## config.mk

```make
export PLATFORM = sky130hd
export DESIGN_NAME = isu_ram
export DESIGN_NICKNAME = d
export VERILOG_FILES = /design/src/rtl/core/isu_ram.sv
export SDC_FILE = /design/constraint.sdc
export NUM_CORES = 2
export LEC_CHECK = 0
export BUFFER_PORTS_ARGS = -buffer_cell sky130_fd_sc_hd__buf_4
export CORE_ASPECT_RATIO = 2
export CORE_MARGIN = 4
export CORE_UTILIZATION = 45
export DETAILED_ROUTE_END_ITERATION = 16
export PLACE_DENSITY = 0.65
export SETUP_SLACK_MARGIN = 0.5
export SYNTH_ARGS = -nofsm -noshare
export SYNTH_HDL_FRONTEND = slang
export SYNTH_SLANG_ARGS = --single-unit
```

## constraint.sdc

```tcl
create_clock -name clk -period 8.8 [get_ports clk]
set_clock_uncertainty 0.2 [all_clocks]
set_input_delay 0.88 -clock clk [delete_from_list [all_inputs] [get_ports clk]]
set_output_delay 0.88 -clock clk [all_outputs]
set_load 0.05 [all_outputs]
```

## src/rtl/core/isu_ram.sv

```systemverilog
// ----------------------------------------------------------------------------
// isu_ram
// Generic single-write, single-read RAM with a registered read port.
// ----------------------------------------------------------------------------
module isu_ram #(
  parameter int WIDTH = 64,
  parameter int DEPTH = 64,
  localparam int AW = (DEPTH > 1) ? $clog2(DEPTH) : 1
) (
  input  logic             clk,
  input  logic             we,
  input  logic [AW-1:0]    waddr,
  input  logic [WIDTH-1:0] wdata,
  input  logic [AW-1:0]    raddr,
  output logic [WIDTH-1:0] rdata
);

  logic [WIDTH-1:0] mem [DEPTH];

  // Write port and registered read port.
  always_ff @(posedge clk) begin
    if (we) begin
      mem[waddr] <= wdata;
    end
    rdata <= mem[raddr];
  end

endmodule

```

Word level (Yosys, flattened, before mapping). Memory sizes are Yosys's and may differ from the RTL's. A register that Yosys moved wholly into a read port is not among the register bits. Index checks and enable logic that the tools add are counted.

Flip-flop bits (word level): 0. Bits in latches: 0. Bits in writable memories: 4096. Bits in read-only memories: 0. Bits of input ports: 78. Output and inout port bits: 64. Word-level logic and storage cells: 3. Memories kept: 1.

Memory list: mem (words 64, bits a word 64, read ports 1, clocked after memory_dff 1, write ports 1, RTL line 18) `logic [WIDTH-1:0] mem [DEPTH];`.

Add/sub/neg operators: 0. $mul: 0. Div/mod/pow operators: 0. Order comparisons: 0. Equal/unequal tests: 0. Shift operators: 0. Muxes and demuxes: 2. Bitwise logic cells: 0. Reductions and logical operators: 0.

Operators by type and width (count): 1-bit 2-to-1 mux (2).

Depth between registers and ports, before layout.
Depth in word-level cells: 2. Gate-level depth with buffers: 9. Gate-level depth less buffers: 5.

Worst setup path after synthesis. OpenSTA, ideal clock, no wires.

Path kind: input -> register. Start: input port waddr[3]. End: memory mem[48][0], enable pin. Library setup time: 564 ps. Arrival: 5752 ps. Required time: 8036 ps. Path slack: 2284 ps. Stages on the path: 4. Path buffers: 1. Cell sequence: clkbuf_1 > nor2b_1 > nand4b_1 > nor3_1.

RTL lines: start: declaration (RTL line 12) `input logic [AW-1:0] waddr,`; end: declaration (RTL line 18).

No word-level cell before the write port.

==> results.tsv <==
stage	metric	value	unit
placed_design	dp.cells	11171	
detailed_routing	wl_per_cell	38.45	um
power	power.leakage	53.84	nW
floorplanning	die_area	357500	sq um
cells_and_area	drive_gt1_share	27.26	%
clock_tree	cts-hold-fix-buffers	0	
yosys	syn_avg_cell_area	23.70	sq um
detailed_routing	avgViaCountPerCell	6.415	
detailed_routing	wl	453500	um
clock_tree	cts_tree	yes	
yosys	yosys_warnings	0	
detailed_routing	first_pass_iters	8	
detailed_routing	drc	0	
status	status	finished clean	
placed_design	portBuffers	141	
setup_path	r2r-start	mem[8][28]	
yosys	synth_cell_type_count	33	
power	power.total	39.62	mW
floorplanning	coreArea	345400	sq um
yosys	synth_cells	6598	
cells_and_area	finalNonFillerCells	11795	
timing	relSlewSlack	11.38	%
detailed_routing	ant_nets	0	
setup_path	cp-startpoint	raddr[3]	
clock_tree	cts_htree_levels	5	
yosys	synth_nets	6676	
detailed_routing	num_vias	75667	
yosys	synth_flop_cell	edfxtp_1	
power	power_density	226.4	nW/um^2
timing	finalMaxSlewViolations	0	
grt	grt_max_degree	143	
timing	fin_crit	3.701	ns
clock_tree	post_cts_buffers	0	
timing	setup_viol_count_final	0	
yosys	yosysTopAreaCellShare	78.67	%
timing	period_share	42.06	%
clock_tree	clkTransAtPathRegs	0.07	ns
yosys	synth.most_common_cell	edfxtp_1	
yosys	synth_edf_count	4096	
timing	rsz0062_at_grt	no	
floorplanning	rows	305	
clock_tree	insertion_delay	0.92	ns
grt	antenna_found_initial	38	
yosys	synthesis.area	156300	sq um
timing	worstMarginPinSlew	1.326	ns
setup_path	worst_ep_arrival_time	4.22	ns
grt	grt_first_pass_wirelength	626300	um
yosys	synthArstFlopShare	0	%
grt	grt_use_total	25.29	%
hold_path	hp-start	wdata[21]	
clock_tree	root_buffer	clkbuf_16	
setup_path	worstSetupPathType	in2reg	
floorplanning	die_height	841.6	um
setup_path	critPathCaptureType	flop	
yosys	ys_seq_area_share	79.49	%
cells_and_area	fin_nets	6982	
floorplanning	die_x	424.8	um
cells_and_area	fill_cells	26432	
hold_path	worstHoldPathType	in2reg	
yosys	ys_ff_latch	4160	
clock_tree	ctsLongestPathBuffers	4	
cells_and_area	area_delta_synth_final	11.93	%
detailed_routing	drt_iter0_drc	9428	
setup_path	crit_path_max_fanout	61	
setup_path	worstPathRequired	9.32	ns
yosys	synthTopCellsByCount	4096 x edfxtp_1, 1024 x mux4_2, 170 x buf_2, 168 x a22oi_1, 140 x clkbuf_1	
timing	fin_hold_ws	0.2724	ns
clock_tree	cts_made_buffers	336	
grt	grt_pass1_vias	77098	
power	vdd_drop_max	0.1693	mV
timing	finalHoldViolations	0	
setup_path	critical_path.startpoint_type	input pin	
floorplanning	io_pins	142	
floorplanning	start_util	45.27	%
clock_tree	cts_resized	0	
placed_design	dp.final_hpwl	247600	um
timing	timing.setup.tns	0	ns
grt	grt_overflow	0	
placed_design	place.gp.congestion	0.7954	
run	cap_violations	0	
yosys	yosys.area.top_type	edfxtp_1	
yosys	netlist_top_cells_area	edfxtp_1 79%, mux4_2 15%, mux2i_1 0.86%	
timing	max_freq	0.2702	GHz
clock_tree	cts.sinks	4160	
==> cell type report <==
| type | count | area (sq um) | area share (%) |
|---|---|---|---|
| clock inverters | 171 | 1973 | 1.128 |
| diodes | 19 | 47.55 | 0.02717 |
| clock buffers | 434 | 9166 | 5.238 |
| flip-flops and latches | 4160 | 124300 | 71.02 |
| multi-input cells | 2049 | 30790 | 17.59 |
| well taps | 4605 | 5762 | 3.293 |
| repair buffers | 338 | 2910 | 1.663 |
| inverters | 19 | 71.32 | 0.04075 |
==> flip-flops by register name (all words and copies together) (netlist names) <==
signal / cells
mem: 4096
rdata: 64
==> layout by cell type (no fill, tap or decap), types with 47 or more instances in the layout <==
master	count
a211oi_1	62
a22o_1	88
a22oi_1	168
and3_1	64
buf_4	308
clkbuf_1	68
clkbuf_16	344
clkinv_1	53
clkinv_2	47
dfxtp_1	64
edfxtp_1	4096
mux2i_1	135
mux4_2	1024
nand2_1	55
nor2_1	47
nor2_4	65
o22ai_1	83
==> logic make-up after synthesis <==
group,synth area share [%]
muxes,15.61
buffers and inverters,1.180
and+or+nand+nor,1.240
AOI/OAI and AO/OA,2.477
DFF,79.49
==> per-stage QoR <==
stage          setup slack (ns)  cell area, sq um  utilization, %
6_report                  5.099            175000           50.67
5_1_grt                   4.846            175000           50.66
4_1_cts                   5.113            174900           50.66
3_5_place_dp              4.155            163800           47.43
3_3_place_gp              4.132            163800           47.43
2_1_floorplan             2.284            156300               -
==> per-layer routing <==
metal | wire length, um | vias to the layer above | GRT usage, %
li1 | - | 28993 | -
met1 | 149100 | 41358 | 29.70
met2 | 240800 | 4158 | 45.12
met3 | 35170 | 1146 | 3.731
met4 | 28390 | 12 | 13.03
met5 | 79 | - | 0
==> where the power goes <==
part / switching, mW / internal, mW
logic: 1.32 / 0.709
clock network: 6.94 / 8.62
registers: 0.111 / 21.9
total: 8.37 / 31.2
==> worst max-delay path, cell delays in order <==
cell and delay, ns:
buf_4 0.36, and2_4 0.56, buf_12 0.42, buf_4 0.83, a22o_1 0.26, nor2_1 0.15
a211oi_1 0.57
==> path summary, 6_finish.rpt <==
check | endpoint | slack (ns) | cells after the start
min | mem[54][21] | 0.27 | 1
max reg2reg | rdata[28] | 6.39 | 5
max | rdata[54] | 5.10 | 7
min reg2reg | rdata[61] | 0.65 | 4
No activity file was read; power rests on OpenSTA's default activity.
